<file path="src/rtl/group_varint_encoder_unit_defines.svh">
// ----------------------------------------------------------------------------
// group_varint_encoder_unit_defines.svh
// Assertion macros for the group varint encoder.
// ----------------------------------------------------------------------------
`ifndef GROUP_VARINT_ENCODER_UNIT_DEFINES_SVH
`define GROUP_VARINT_ENCODER_UNIT_DEFINES_SVH

`ifndef SYNTHESIS
`define GVE_ASSERT_IMP(name, clk, rst_n, ante, cons) \
	name: assert property (@(posedge clk) disable iff (!(rst_n)) (ante) |-> (cons)) \
		else $error("gve assertion failed");
`define GVE_ASSERT_NXT(name, clk, rst_n, ante, cons) \
	name: assert property (@(posedge clk) disable iff (!(rst_n)) (ante) |=> (cons)) \
		else $error("gve assertion failed");
`else
`define GVE_ASSERT_IMP(name, clk, rst_n, ante, cons)
`define GVE_ASSERT_NXT(name, clk, rst_n, ante, cons)
`endif

`endif

</file>
<file path="src/rtl/gve_pkg.sv">
// ----------------------------------------------------------------------------
// gve_pkg
// Types, constants and helpers shared by the group varint encoder.
// ----------------------------------------------------------------------------
package gve_pkg;

	localparam int BYTE_W  = 8;
	localparam int WIDE_W  = 64;
	localparam int SHORT_W = 32;

	localparam logic FMT_QUAD = 1'b0;
	localparam logic FMT_WIDE = 1'b1;

	typedef enum logic [2:0] {
		PH_HDR,
		PH_A,
		PH_B,
		PH_C,
		PH_D
	} phase_t;

	typedef struct packed {
		logic                 fmt;
		logic [WIDE_W-1:0]    a;
		logic [WIDE_W-1:0]    b;
		logic [SHORT_W-1:0]   c;
		logic [SHORT_W-1:0]   d;
		logic [2:0]           la_m1;
		logic [2:0]           lb_m1;
		logic [1:0]           lc_m1;
		logic [1:0]           ld_m1;
		logic [BYTE_W-1:0]    hdr;
	} entry_t;

	typedef struct packed {
		logic empty;
		logic full;
	} q_status_t;

	// index of the highest nonzero byte, zero for a zero value
	function automatic logic [2:0] top_byte64(input logic [WIDE_W-1:0] v);
		logic [2:0] n;
		n = '0;
		for (int i = 1; i < 8; i++) begin
			if (v[BYTE_W*i +: BYTE_W] != '0) n = 3'(i);
		end
		return n;
	endfunction

	function automatic logic [1:0] top_byte32(input logic [SHORT_W-1:0] v);
		logic [1:0] n;
		n = '0;
		for (int i = 1; i < 4; i++) begin
			if (v[BYTE_W*i +: BYTE_W] != '0) n = 2'(i);
		end
		return n;
	endfunction

endpackage

</file>
<file path="src/rtl/gve_in_if.sv">
// ----------------------------------------------------------------------------
// gve_in_if
// Input channel: one group of values per request.
// ----------------------------------------------------------------------------
interface gve_in_if;
	logic        valid;
	logic        ready;
	logic [63:0] value_a;
	logic [63:0] value_b;
	logic [31:0] value_c;
	logic [31:0] value_d;

	modport source (output valid, value_a, value_b, value_c, value_d, input ready);
	modport sink (input valid, value_a, value_b, value_c, value_d, output ready);
endinterface

</file>
<file path="src/rtl/gve_out_if.sv">
// ----------------------------------------------------------------------------
// gve_out_if
// Output channel: one encoded byte per request.
// ----------------------------------------------------------------------------
interface gve_out_if;
	logic       valid;
	logic       ready;
	logic [7:0] out_byte;
	logic       last_byte;

	modport source (output valid, out_byte, last_byte, input ready);
	modport sink (input valid, out_byte, last_byte, output ready);
endinterface

</file>
<file path="src/rtl/gve_front.sv">
// ----------------------------------------------------------------------------
// gve_front
// Accepts a group, sizes each value and builds the header byte.
// ----------------------------------------------------------------------------
module gve_front (
	input  logic             group_format,
	gve_in_if.sink           in_ch,
	input  gve_pkg::q_status_t q_status,
	output logic             push,
	output gve_pkg::entry_t  push_entry
);
	import gve_pkg::*;

	logic [WIDE_W-1:0] a_eff;
	logic [WIDE_W-1:0] b_eff;
	logic [2:0]        la_m1;
	logic [2:0]        lb_m1;
	logic [1:0]        lc_m1;
	logic [1:0]        ld_m1;

	assign in_ch.ready = !q_status.full;
	assign push        = in_ch.valid && !q_status.full;

	assign a_eff = (group_format == FMT_WIDE) ? in_ch.value_a
	                                          : {32'd0, in_ch.value_a[SHORT_W-1:0]};
	assign b_eff = (group_format == FMT_WIDE) ? in_ch.value_b
	                                          : {32'd0, in_ch.value_b[SHORT_W-1:0]};

	always_comb begin
		la_m1 = top_byte64(a_eff);
		lb_m1 = top_byte64(b_eff);
		lc_m1 = top_byte32(in_ch.value_c);
		ld_m1 = top_byte32(in_ch.value_d);
	end

	always_comb begin
		push_entry.fmt   = group_format;
		push_entry.a     = a_eff;
		push_entry.b     = b_eff;
		push_entry.c     = in_ch.value_c;
		push_entry.d     = in_ch.value_d;
		push_entry.la_m1 = la_m1;
		push_entry.lb_m1 = lb_m1;
		push_entry.lc_m1 = lc_m1;
		push_entry.ld_m1 = ld_m1;
		if (group_format == FMT_WIDE) begin
			push_entry.hdr = {la_m1, lb_m1, lc_m1};
		end else begin
			push_entry.hdr = {la_m1[1:0], lb_m1[1:0], lc_m1, ld_m1};
		end
	end

endmodule

</file>
<file path="src/rtl/gve_queue.sv">
// ----------------------------------------------------------------------------
// gve_queue
// Short FIFO of sized groups between front and back.
// ----------------------------------------------------------------------------
`include "group_varint_encoder_unit_defines.svh"

module gve_queue #(
	parameter int DEPTH = 2
) (
	input  logic                clk,
	input  logic                arst_n,
	input  logic                push,
	input  gve_pkg::entry_t     push_entry,
	input  logic                pop,
	output gve_pkg::entry_t     pop_entry,
	output gve_pkg::q_status_t  status
);
	import gve_pkg::*;

	localparam int PTR_W = $clog2(DEPTH);
	localparam int CNT_W = $clog2(DEPTH + 1);

	entry_t             mem_q [DEPTH];
	logic [PTR_W-1:0]   wptr_q;
	logic [PTR_W-1:0]   rptr_q;
	logic [CNT_W-1:0]   count_q;

	assign status.empty = (count_q == '0);
	assign status.full  = (count_q == CNT_W'(DEPTH));
	assign pop_entry    = mem_q[rptr_q];

	always_ff @(posedge clk) begin
		if (push) mem_q[wptr_q] <= push_entry;
	end

	always_ff @(posedge clk or negedge arst_n) begin
		if (!arst_n) begin
			wptr_q  <= '0;
			rptr_q  <= '0;
			count_q <= '0;
		end else begin
			if (push) begin
				wptr_q <= (wptr_q == PTR_W'(DEPTH - 1)) ? '0 : wptr_q + 1'b1;
			end
			if (pop) begin
				rptr_q <= (rptr_q == PTR_W'(DEPTH - 1)) ? '0 : rptr_q + 1'b1;
			end
			if (push && !pop) begin
				count_q <= count_q + 1'b1;
			end else if (pop && !push) begin
				count_q <= count_q - 1'b1;
			end
		end
	end

	`GVE_ASSERT_IMP(a_no_push_full, clk, arst_n, push, count_q != CNT_W'(DEPTH))
	`GVE_ASSERT_IMP(a_no_pop_empty, clk, arst_n, pop, count_q != '0)
	`GVE_ASSERT_NXT(a_ptr_track, clk, arst_n, push && !pop && count_q == '0, count_q == CNT_W'(1) && rptr_q != wptr_q || DEPTH == 1)

endmodule

</file>
<file path="src/rtl/gve_back.sv">
// ----------------------------------------------------------------------------
// gve_back
// Walks a sized group and emits header and value bytes, one per cycle unless out_ch stalls.
// ----------------------------------------------------------------------------
`include "group_varint_encoder_unit_defines.svh"

module gve_back (
	input  logic               clk,
	input  logic               arst_n,
	input  gve_pkg::q_status_t q_status,
	input  gve_pkg::entry_t    q_entry,
	output logic               pop,
	gve_out_if.source          out_ch
);
	import gve_pkg::*;

	entry_t             entry_q;
	logic               busy_q;
	phase_t             phase_q;
	logic [2:0]         idx_q;
	logic               out_valid_q;
	logic [BYTE_W-1:0]  out_byte_q;
	logic               last_q;

	phase_t             phase_d;
	logic [2:0]         idx_d;
	logic               busy_d;
	logic               emit;
	logic               done;
	logic               load;
	logic [BYTE_W-1:0]  cur_byte;
	logic               last_now;

	assign emit = busy_q && (!out_valid_q || out_ch.ready);
	assign done = emit && last_now;
	assign load = !q_status.empty && (!busy_q || done);
	assign pop  = load;

	// byte select and end-of-group detect
	always_comb begin
		cur_byte = entry_q.hdr;
		last_now = 1'b0;
		case (phase_q)
			PH_HDR: begin
				cur_byte = entry_q.hdr;
			end
			PH_A: begin
				cur_byte = entry_q.a[BYTE_W*idx_q +: BYTE_W];
			end
			PH_B: begin
				cur_byte = entry_q.b[BYTE_W*idx_q +: BYTE_W];
			end
			PH_C: begin
				cur_byte = entry_q.c[BYTE_W*idx_q[1:0] +: BYTE_W];
				last_now = (entry_q.fmt == FMT_WIDE) && (idx_q[1:0] == entry_q.lc_m1);
			end
			PH_D: begin
				cur_byte = entry_q.d[BYTE_W*idx_q[1:0] +: BYTE_W];
				last_now = (idx_q[1:0] == entry_q.ld_m1);
			end
			default: begin
				cur_byte = entry_q.hdr;
			end
		endcase
	end

	// sequencer next state
	always_comb begin
		phase_d = phase_q;
		idx_d   = idx_q;
		busy_d  = busy_q;
		if (emit) begin
			idx_d = idx_q + 1'b1;
			case (phase_q)
				PH_HDR: begin
					phase_d = PH_A;
					idx_d   = '0;
				end
				PH_A: begin
					if (idx_q == entry_q.la_m1) begin
						phase_d = PH_B;
						idx_d   = '0;
					end
				end
				PH_B: begin
					if (idx_q == entry_q.lb_m1) begin
						phase_d = PH_C;
						idx_d   = '0;
					end
				end
				PH_C: begin
					if (idx_q[1:0] == entry_q.lc_m1) begin
						phase_d = PH_D;
						idx_d   = '0;
					end
				end
				PH_D: begin
					idx_d = idx_q + 1'b1;
				end
				default: begin
					phase_d = PH_HDR;
					idx_d   = '0;
				end
			endcase
		end
		if (done) busy_d = 1'b0;
		if (load) begin
			busy_d  = 1'b1;
			phase_d = PH_HDR;
			idx_d   = '0;
		end
	end

	always_ff @(posedge clk) begin
		if (load) entry_q <= q_entry;
		if (emit) begin
			out_byte_q <= cur_byte;
			last_q     <= last_now;
		end
	end

	always_ff @(posedge clk or negedge arst_n) begin
		if (!arst_n) begin
			busy_q      <= 1'b0;
			phase_q     <= PH_HDR;
			idx_q       <= '0;
			out_valid_q <= 1'b0;
		end else begin
			busy_q  <= busy_d;
			phase_q <= phase_d;
			idx_q   <= idx_d;
			if (emit) begin
				out_valid_q <= 1'b1;
			end else if (out_ch.ready) begin
				out_valid_q <= 1'b0;
			end
		end
	end

	assign out_ch.valid     = out_valid_q;
	assign out_ch.out_byte  = out_byte_q;
	assign out_ch.last_byte = last_q;

	`GVE_ASSERT_NXT(a_last_ends_group, clk, arst_n, done, !busy_q || phase_q == PH_HDR)
	`GVE_ASSERT_IMP(a_no_d_wide, clk, arst_n, busy_q && phase_q == PH_D, entry_q.fmt == FMT_QUAD)
	`GVE_ASSERT_IMP(a_c_idx_range, clk, arst_n, busy_q && phase_q == PH_C, idx_q <= {1'b0, entry_q.lc_m1})

endmodule

</file>
<file path="src/rtl/group_varint_encoder_unit.sv">
// ----------------------------------------------------------------------------
// group_varint_encoder_unit
// Group varint encoder: one group of integers in, a header byte and the
// minimal little-endian bytes of each value out.
// ----------------------------------------------------------------------------
// Output runs at one byte per cycle while out_ch is ready, and a group is
// 1 + (sum of value byte counts) bytes: 5 to 17 in the four-value format,
// 4 to 21 in the wide format. The single byte-wide output sequencer sets this
// rate. A group is sized and queued on the cycle it is accepted; input is
// taken whenever the group queue (QUEUE_DEPTH entries) has room, and the back
// end loads the next group as the previous last byte is emitted, then sends
// its header. Write group_format only while the unit is idle.
module group_varint_encoder_unit #(
	parameter int QUEUE_DEPTH = 2
) (
	input  logic      clk,
	input  logic      arst_n,
	input  logic      cfg_we,
	input  logic      cfg_wdata,
	gve_in_if.sink    in_ch,
	gve_out_if.source out_ch
);
	import gve_pkg::*;

	logic      group_format_q;
	logic      push;
	logic      pop;
	entry_t    push_entry;
	entry_t    pop_entry;
	q_status_t q_status;

	always_ff @(posedge clk or negedge arst_n) begin
		if (!arst_n) begin
			group_format_q <= FMT_QUAD;
		end else if (cfg_we) begin
			group_format_q <= cfg_wdata;
		end
	end

	gve_front u_front (
		.group_format (group_format_q),
		.in_ch        (in_ch),
		.q_status     (q_status),
		.push         (push),
		.push_entry   (push_entry)
	);

	gve_queue #(
		.DEPTH (QUEUE_DEPTH)
	) u_queue (
		.clk        (clk),
		.arst_n     (arst_n),
		.push       (push),
		.push_entry (push_entry),
		.pop        (pop),
		.pop_entry  (pop_entry),
		.status     (q_status)
	);

	gve_back u_back (
		.clk      (clk),
		.arst_n   (arst_n),
		.q_status (q_status),
		.q_entry  (pop_entry),
		.pop      (pop),
		.out_ch   (out_ch)
	);

endmodule
</file>
<file path="src/flat_wrapper.sv">
// flat-port wrapper written by rule: the top's interface ports become plain ports
module group_varint_encoder_unit_flat import gve_pkg::*;
#(
	parameter int QUEUE_DEPTH = 2
)
  (clk, arst_n, cfg_we, cfg_wdata, in_ch_valid, in_ch_value_a, in_ch_value_b, in_ch_value_c, in_ch_value_d, in_ch_ready, out_ch_valid, out_ch_out_byte, out_ch_last_byte, out_ch_ready);
  gve_in_if in_ch_i ();
  gve_out_if out_ch_i ();
  input  logic clk;
  input  logic arst_n;
  input  logic cfg_we;
  input  logic cfg_wdata;
  input wire logic [$bits(in_ch_i.valid)-1:0] in_ch_valid;
  input wire logic [$bits(in_ch_i.value_a)-1:0] in_ch_value_a;
  input wire logic [$bits(in_ch_i.value_b)-1:0] in_ch_value_b;
  input wire logic [$bits(in_ch_i.value_c)-1:0] in_ch_value_c;
  input wire logic [$bits(in_ch_i.value_d)-1:0] in_ch_value_d;
  output wire logic [$bits(in_ch_i.ready)-1:0] in_ch_ready;
  output wire logic [$bits(out_ch_i.valid)-1:0] out_ch_valid;
  output wire logic [$bits(out_ch_i.out_byte)-1:0] out_ch_out_byte;
  output wire logic [$bits(out_ch_i.last_byte)-1:0] out_ch_last_byte;
  input wire logic [$bits(out_ch_i.ready)-1:0] out_ch_ready;
  assign in_ch_i.valid = in_ch_valid;
  assign in_ch_i.value_a = in_ch_value_a;
  assign in_ch_i.value_b = in_ch_value_b;
  assign in_ch_i.value_c = in_ch_value_c;
  assign in_ch_i.value_d = in_ch_value_d;
  assign in_ch_ready = in_ch_i.ready;
  assign out_ch_valid = out_ch_i.valid;
  assign out_ch_out_byte = out_ch_i.out_byte;
  assign out_ch_last_byte = out_ch_i.last_byte;
  assign out_ch_i.ready = out_ch_ready;
  group_varint_encoder_unit #(.QUEUE_DEPTH(QUEUE_DEPTH)) u_core (.clk(clk), .arst_n(arst_n), .cfg_we(cfg_we), .cfg_wdata(cfg_wdata), .in_ch(in_ch_i), .out_ch(out_ch_i));
endmodule
</file>
<file path="config.mk">
export PLATFORM = sky130hd
export DESIGN_NAME = group_varint_encoder_unit_flat
export DESIGN_NICKNAME = d
export VERILOG_FILES = /design/src/rtl/gve_pkg.sv /design/src/rtl/gve_in_if.sv /design/src/rtl/gve_out_if.sv /design/src/rtl/gve_front.sv /design/src/rtl/gve_queue.sv /design/src/rtl/gve_back.sv /design/src/rtl/group_varint_encoder_unit.sv /design/src/flat_wrapper.sv
export VERILOG_INCLUDE_DIRS = /design/src /design/src/rtl
export SDC_FILE = /design/constraint.sdc
export NUM_CORES = 1
export LEC_CHECK = 0
export BUFFER_PORTS_ARGS = -buffer_cell sky130_fd_sc_hd__clkbuf_2
export CORE_MARGIN = 2
export CORE_UTILIZATION = 39
export CTS_BUF_LIST = sky130_fd_sc_hd__clkbuf_2
export CTS_CLUSTER_DIAMETER = 150
export DETAILED_ROUTE_END_ITERATION = 8
export PLACE_DENSITY = 0.63
export SLEW_MARGIN = 20
export SYNTH_ARGS = -nofsm -noshare
export SYNTH_HDL_FRONTEND = slang
export SYNTH_HIERARCHICAL = 1
export SYNTH_SLANG_ARGS = --single-unit
</file>
<file path="constraint.sdc">
create_clock -name clk -period 10.1 [get_ports clk]
set_input_delay 1.01 -clock clk [delete_from_list [all_inputs] [get_ports clk]]
set_output_delay 1.01 -clock clk [all_outputs]
set_load 0.005 [all_outputs]
</file>
**After elaboration in Yosys (flattened, before gate mapping)**

Memory sizes are Yosys's and may differ from the RTL's. A register that Yosys moved wholly into a read port is not among the register bits.
Index checks and enable logic that the tools add are counted.

- Flip-flop bits (word level): 22
- Bits in latches: 0
- RAM bits: 422
- Bits in read-only memories: 0
- Bits of input ports: 198
- Output and inout port bits: 11
- Memories: 1

- Add/subtract/negate cells: 5
- Multipliers: 0
- Div/mod/pow operators: 0
- Order comparisons: 0
- Equality and inequality tests: 13
- Shift-type cells: 4
- Muxes and demuxes: 47
- Bitwise operators: 0
- Reduce and logical (&&, ||, !) cells: 42

Memory list:

| name | depth | bits a word | read ports | clocked after memory_dff | write ports | RTL line | RTL |
|---|---|---|---|---|---|---|---|
| u_core.u_queue.mem_q | 2 | 211 | 1 | 1 | 1 | gve_queue.sv:23 | `entry_t mem_q [DEPTH];` |

Operators with widths:

| cell | count |
|---|---|
| 8-bit nonzero test | 20 |
| 64-bit 2-to-1 mux | 2 |
| 64-bit by 7-bit variable part select with 8-bit output | 2 |
| 32-bit by 6-bit variable part select with 8-bit output | 2 |
| 3-bit 2-to-1 mux | 20 |
| 8-bit one-hot mux with 4 select lines | 1 |
| 2-bit 2-to-1 mux | 8 |
| 3-bit one-hot mux with 5 select lines | 1 |
| 1-bit 2-to-1 mux | 12 |
| 3-bit one-hot mux with 4 select lines | 1 |
| 3-bit by 2-bit != test with 1-bit output (second input constant) | 3 |
| 8-bit 2-to-1 mux | 1 |
| 2-bit nonzero test | 4 |
| 1-bit logical AND | 7 |
| 3-bit by 2-bit equality test with 1-bit output (second input constant) | 2 |
| 3-bit equality test | 2 |
| 1-bit logical NOT | 6 |
| 5-bit AND reduction | 1 |
| 2-bit equality test | 2 |
| 3-bit by 1-bit adder with 3-bit output (second input constant) | 1 |
| 3-bit by 1-bit equality test with 1-bit output (second input constant) | 1 |
| 3-bit equality test (second input constant) | 1 |
| 3-bit logical NOT | 1 |
| 1-bit adder (second input constant) | 2 |
| 7 further kinds | 8 |

**Longest topological paths before layout**

- Depth after elaboration: 10
- Mapped depth: 11
- Mapped depth without buffers: 10

**By module**

Netlist, hierarchy kept.

Modules (own cells, without submodules):

| module | times used | cells each | area an instance (µm²) | sequential area each (µm²) |
|---|---|---|---|---|
| gve_queue | 1 | 673 | 16,258.1 | 12,772.2 |
| gve_back | 1 | 398 | 8,758.4 | 6,806.5 |
| gve_front | 1 | 301 | 2,059.5 | 0.0 |
| group_varint_encoder_unit | 1 | 2 | 40.0 | 25.0 |

**Worst setup path after synthesis**

OpenSTA, ideal clock, no wires.

- Kind: input to register
- Start: in in_ch_valid
- End: mem u_core/u_queue/mem_q[0][0] (netlist name), enable pin
- Setup time: 0.811 ns
- Arrival: 10.526 ns
- Required time: 9.289 ns
- Path slack: -1.237 ns
- Cell stages on the path: 2
- Path buffers: 0
- Cells stage by stage: nor2b_1 nor2b_1

- Longest elaborated chain between the ends: 3

Ends and longest elaborated chain:

| item | RTL line | RTL |
|---|---|---|
| start: declaration | flat_wrapper.sv:13 | `input wire logic [$bits(in_ch_i.valid)-1:0] in_ch_valid;` |
| 1-bit logical AND | gve_front.sv:22 | `assign push = in_ch.valid && !q_status.full;` |
| 1-bit 2-to-1 mux | gve_queue.sv:33 | `if (push) mem_q[wptr_q] <= push_entry;` |
| 1-bit 2-to-1 mux (not written as such) | gve_queue.sv:33 |  |
| end: declaration | gve_queue.sv:23 |  |

No other way between the ends.

**Final worst setup path**

- Start: reg u_core.u_back.idx_q[0]
- End: reg, netlist name u_core/u_back/entry_q[104]

- Longest elaborated chain between the ends: 6
- Elaborated cells on any way between the ends: 7
- Classes of those cells: eq/ne: 2; mux: 1; reduce/logical: 4

Ends and longest elaborated chain:

| item | RTL line | RTL |
|---|---|---|
| start: declaration | gve_back.sv:20 | `logic [2:0] idx_q;` |
| start signal: assignment | gve_back.sv:131 | `idx_q <= idx_d;` |
| 2-bit equality test | gve_back.sv:55 | `last_now = (entry_q.fmt == FMT_WIDE) && (idx_q[1:0] == entry_q.lc_m1);` |
| 1-bit logical AND | gve_back.sv:55 |  |
| 1-bit one-hot mux with 2 select lines * | gve_back.sv:43 | `case (phase_q)` |
| named net u_core.u_back.last_now | gve_back.sv:32 | `logic last_now;` |
| 1-bit logical AND * | gve_back.sv:35 | `assign done = emit && last_now;` |
| 1-bit logical OR * | gve_back.sv:36 | `assign load = !q_status.empty && (!busy_q \|\| done);` |
| 1-bit logical AND * | gve_back.sv:36 |  |
| named net u_core.pop | group_varint_encoder_unit.sv:27 | `logic pop;` |

The timed path passes the listed nets; every way through them passes the cells marked *.
A chain may end at the register's enable or synchronous reset.

==> impl_metrics.yaml <==
critical_path:
  path_delay_family: "buffers and inverters"
  end_kind: "register"
  slowest_delay_ns: 0.92
  path_cells: "xnor2_1 -> nand4_1 -> nand2_2 -> a21oi_2 -> inv_8 -> buf_4"
  worstPathMaxFanout: 136
  cp.required_ns: 10.97
  cp-start-kind: "register"
  cp_slowest_cell: "buf_4"
  arrival_ns: 4.51
  critPathKind: "register to register"
  cp_num_buf_inv: 2
synthesis:
  synth-async-reset-ratio_pct: 1.98
  yosys_warnings: 6
  yosysMostFrequentCell: "edfxtp_1"
  netlist_instances: 1374
  yosysUniqueCellTypes: 61
  synth-seq-cells: 655
  synth_nets: 1574
  synth_common_cells: "642 x edfxtp_1, 181 x mux2_4, 134 x buf_4"
  syn-cell-area_um2: 27100
  synth_area_leaders: "edfxtp_1 71%, mux2_4 10%, mux4_2 3.9%, buf_4 3.7%, and2_1 1.5%"
  synth_top_area_share_pct: 71.1
  ys.flop_type: "edfxtp_1"
  yosys.area.top_type: "edfxtp_1"
  synth-edff-count: 642
  syn_avg_cell_area_um2: 19.7
  seq_area_frac_synth_pct: 72.3
placement:
  globalplace.congestion: 0.826
  dp_hpwl_um: 36500
  portBuffers: 208
  dp_cells: 2347
  post_dp_cell_area_um2: 28000
final_layout:
  drive_above_1_share_pct: 39.1
  finalNetCount: 1978
  areaGrowthSynthToFinish_pct: 15.7
  final_area_um2: 31400
  stdcell_count: 2820
run_status:
  run_status: "finished, final reports clean"
global_routing:
  grt_pass1_wl_um: 85600
  grt_max_degree: 137
  antenna_found_initial: 3
  grt_pass1_vias: 14370
  grt-ovfl-total: 0
  grt_use_total_pct: 16.2
timing:
  hold_viol_final: 0
  fin_crit_sh_pct: 36.0
  final.setup_skew_ns: 0.0967
  finalSetupViolations: 0
  rsz0062_at_grt: "false"
  slew_violations: 0
  worst_pin_slew_ns: 1.12
  tns_ns: 0
  relSlewSlack_pct: 25.3
  fmax_mhz: 275
  min_period_ns: 3.64
clock_network:
  clock_latency_ns: 1.31
  clockBufferDepth: 3
  cts-buffers-inserted: 160
  cts_max_level: 4
  clock_sinks: 655
  cts_setup_buffers: 0
  cts_tree: "built"
  clk_pin_slew_ns: 0.10
  clock-root-buffer: "clkbuf_2"
drt:
  finalWirelength_um: 57500
  ant_nets: 0
  via_per_inst: 4.73
  drt_first_pass_iters: 5
  vias: 13352
  wl_per_cell_um: 20.4
  drc: 0
  drt_iter0_drc: 761
power_and_ir_drop:
  ir_drop_uv: 213
  leakage_nw: 11.3
  power_density_nw_per_um2: 236
job:
  cap_viol_max_count: 0
floorplan:
  fp.dieW_um: 268
  die_y_um: 268
  rows: 96
  dieArea_um2: 71700
  initial_core_util_pct: 39.5
  core-area_um2: 68700
  io_pins: 209
hold_path:
  hp-class: "input pin to register"
## registers in the layout, indices dropped and copies added, names as in the netlist, 2 cells and up
name                           cells
u_core/u_queue/mem_q             422
u_core/u_back/entry_q            211
u_core/u_back/out_ch.out_byte      8
u_core/u_back/idx_q                3
u_core/u_back/phase_q              3
u_core/u_queue/count_q             2
## timing repair
item                      4_1_cts  5_1_grt
hold buffers                  199        0
hold endpoints to repair      403        0
gates resized for setup         0        0
## layout by cell type (no fill, tap or decap), types with 5 or more instances in the layout
master         count
nand3_1           12
and2_1            65
xor2_1             8
mux4_2            47
a22o_1             7
nor4_1            32
clkinv_1          40
dfrtp_1           10
or4_1             10
inv_1              5
mux2_4           181
dlygate4sd3_1    199
xnor2_1            9
buf_4             11
clkbuf_2         427
nand2_1           25
nor2_1            13
a221oi_1           7
clkinv_2           7
mux2_2            34
a22oi_1           10
edfxtp_1         642
## layout make-up
class,instances,area (µm²)
clock inverters,52,234
inverters,6,30.0
multi-input cells,534,6050
flip-flops and latches,655,19600
clock buffers,219,1100
well taps,931,1160
fillers,6010,37300
diodes,2,5.00
repair buffers,421,3170
## logic make-up (layout without fill, tap and decap cells)
group,Yosys count,in the layout,share of synthesized area [%]
fa+ha+maj,2,2,0.0923
xor+xnor,17,17,0.549
flops,655,655,72.3
other cells,0,2,0
buf+inv,185,698,5.46
simple gates,190,190,4.29
mux,265,265,15.5
compound gates,60,60,1.80
## metal layers
| metal | track usage, % | routed length [µm] | share of wire [%] | vias up |
|---|---|---|---|---|
| met5 | 0 | 13 | 0.023 | - |
| met4 | 6.21 | 1380 | 2.4 | 2 |
| met3 | 4.82 | 3010 | 5.2 | 90 |
| met2 | 27.4 | 29400 | 51 | 382 |
| met1 | 19.6 | 23700 | 41 | 6697 |
| li1 | - | - | - | 6181 |
## where the power goes
part	total, mW	internal [mW]	switching [mW]
combinational	1.89	0.959	0.929
sequential	3.89	3.66	0.227
clock	1.62	0.610	1.01
## worst paths after layout
kind,endpoint,start,cells after the start,slack [ns]
worst min-delay path,u_core/u_queue/mem_q[0][177]$_DFFE_PP_,in_ch_value_a[31],2,0.47
min in group asynchronous,u_core/u_back/phase_q[0]$_DFFE_PN0P_,arst_n,3,0.69
worst max-delay path,u_core/u_back/entry_q[104]$_DFFE_PP_,u_core/u_back/idx_q[0]$_DFFE_PN0N_,6,6.46
worst min register to register,u_core/u_back/entry_q[201]$_DFFE_PP_,u_core/u_queue/mem_q[0][201]$_DFFE_PP_,1,0.50
max in group asynchronous,u_core/group_format_q$_DFFE_PN0P_,arst_n,4,8.41
worst max register to register,u_core/u_back/entry_q[104]$_DFFE_PP_,u_core/u_back/idx_q[0]$_DFFE_PN0N_,6,6.46
## metrics by stage
stage          worst slack (ns)  util (%)  hold WS, ns  power, mW
2_1_floorplan              2.85         -        0.456       5.48
3_3_place_gp               6.27      40.8        0.472       5.75
3_5_place_dp               6.25      40.8        0.498       5.80
4_1_cts                    6.46      45.6        0.265       7.51
5_1_grt                    6.20      45.7        0.300       7.78
6_report                   6.46      45.7        0.475       7.40
## worst register-to-register path, stage by stage, from the launching register on
cell and delay, ns:
dfrtp_4 0.82, xnor2_1 0.21, nand4_1 0.13, nand2_2 0.13
a21oi_2 0.11, inv_8 0.64, buf_4 1.06
No activity file was read; power rests on OpenSTA's default activity.
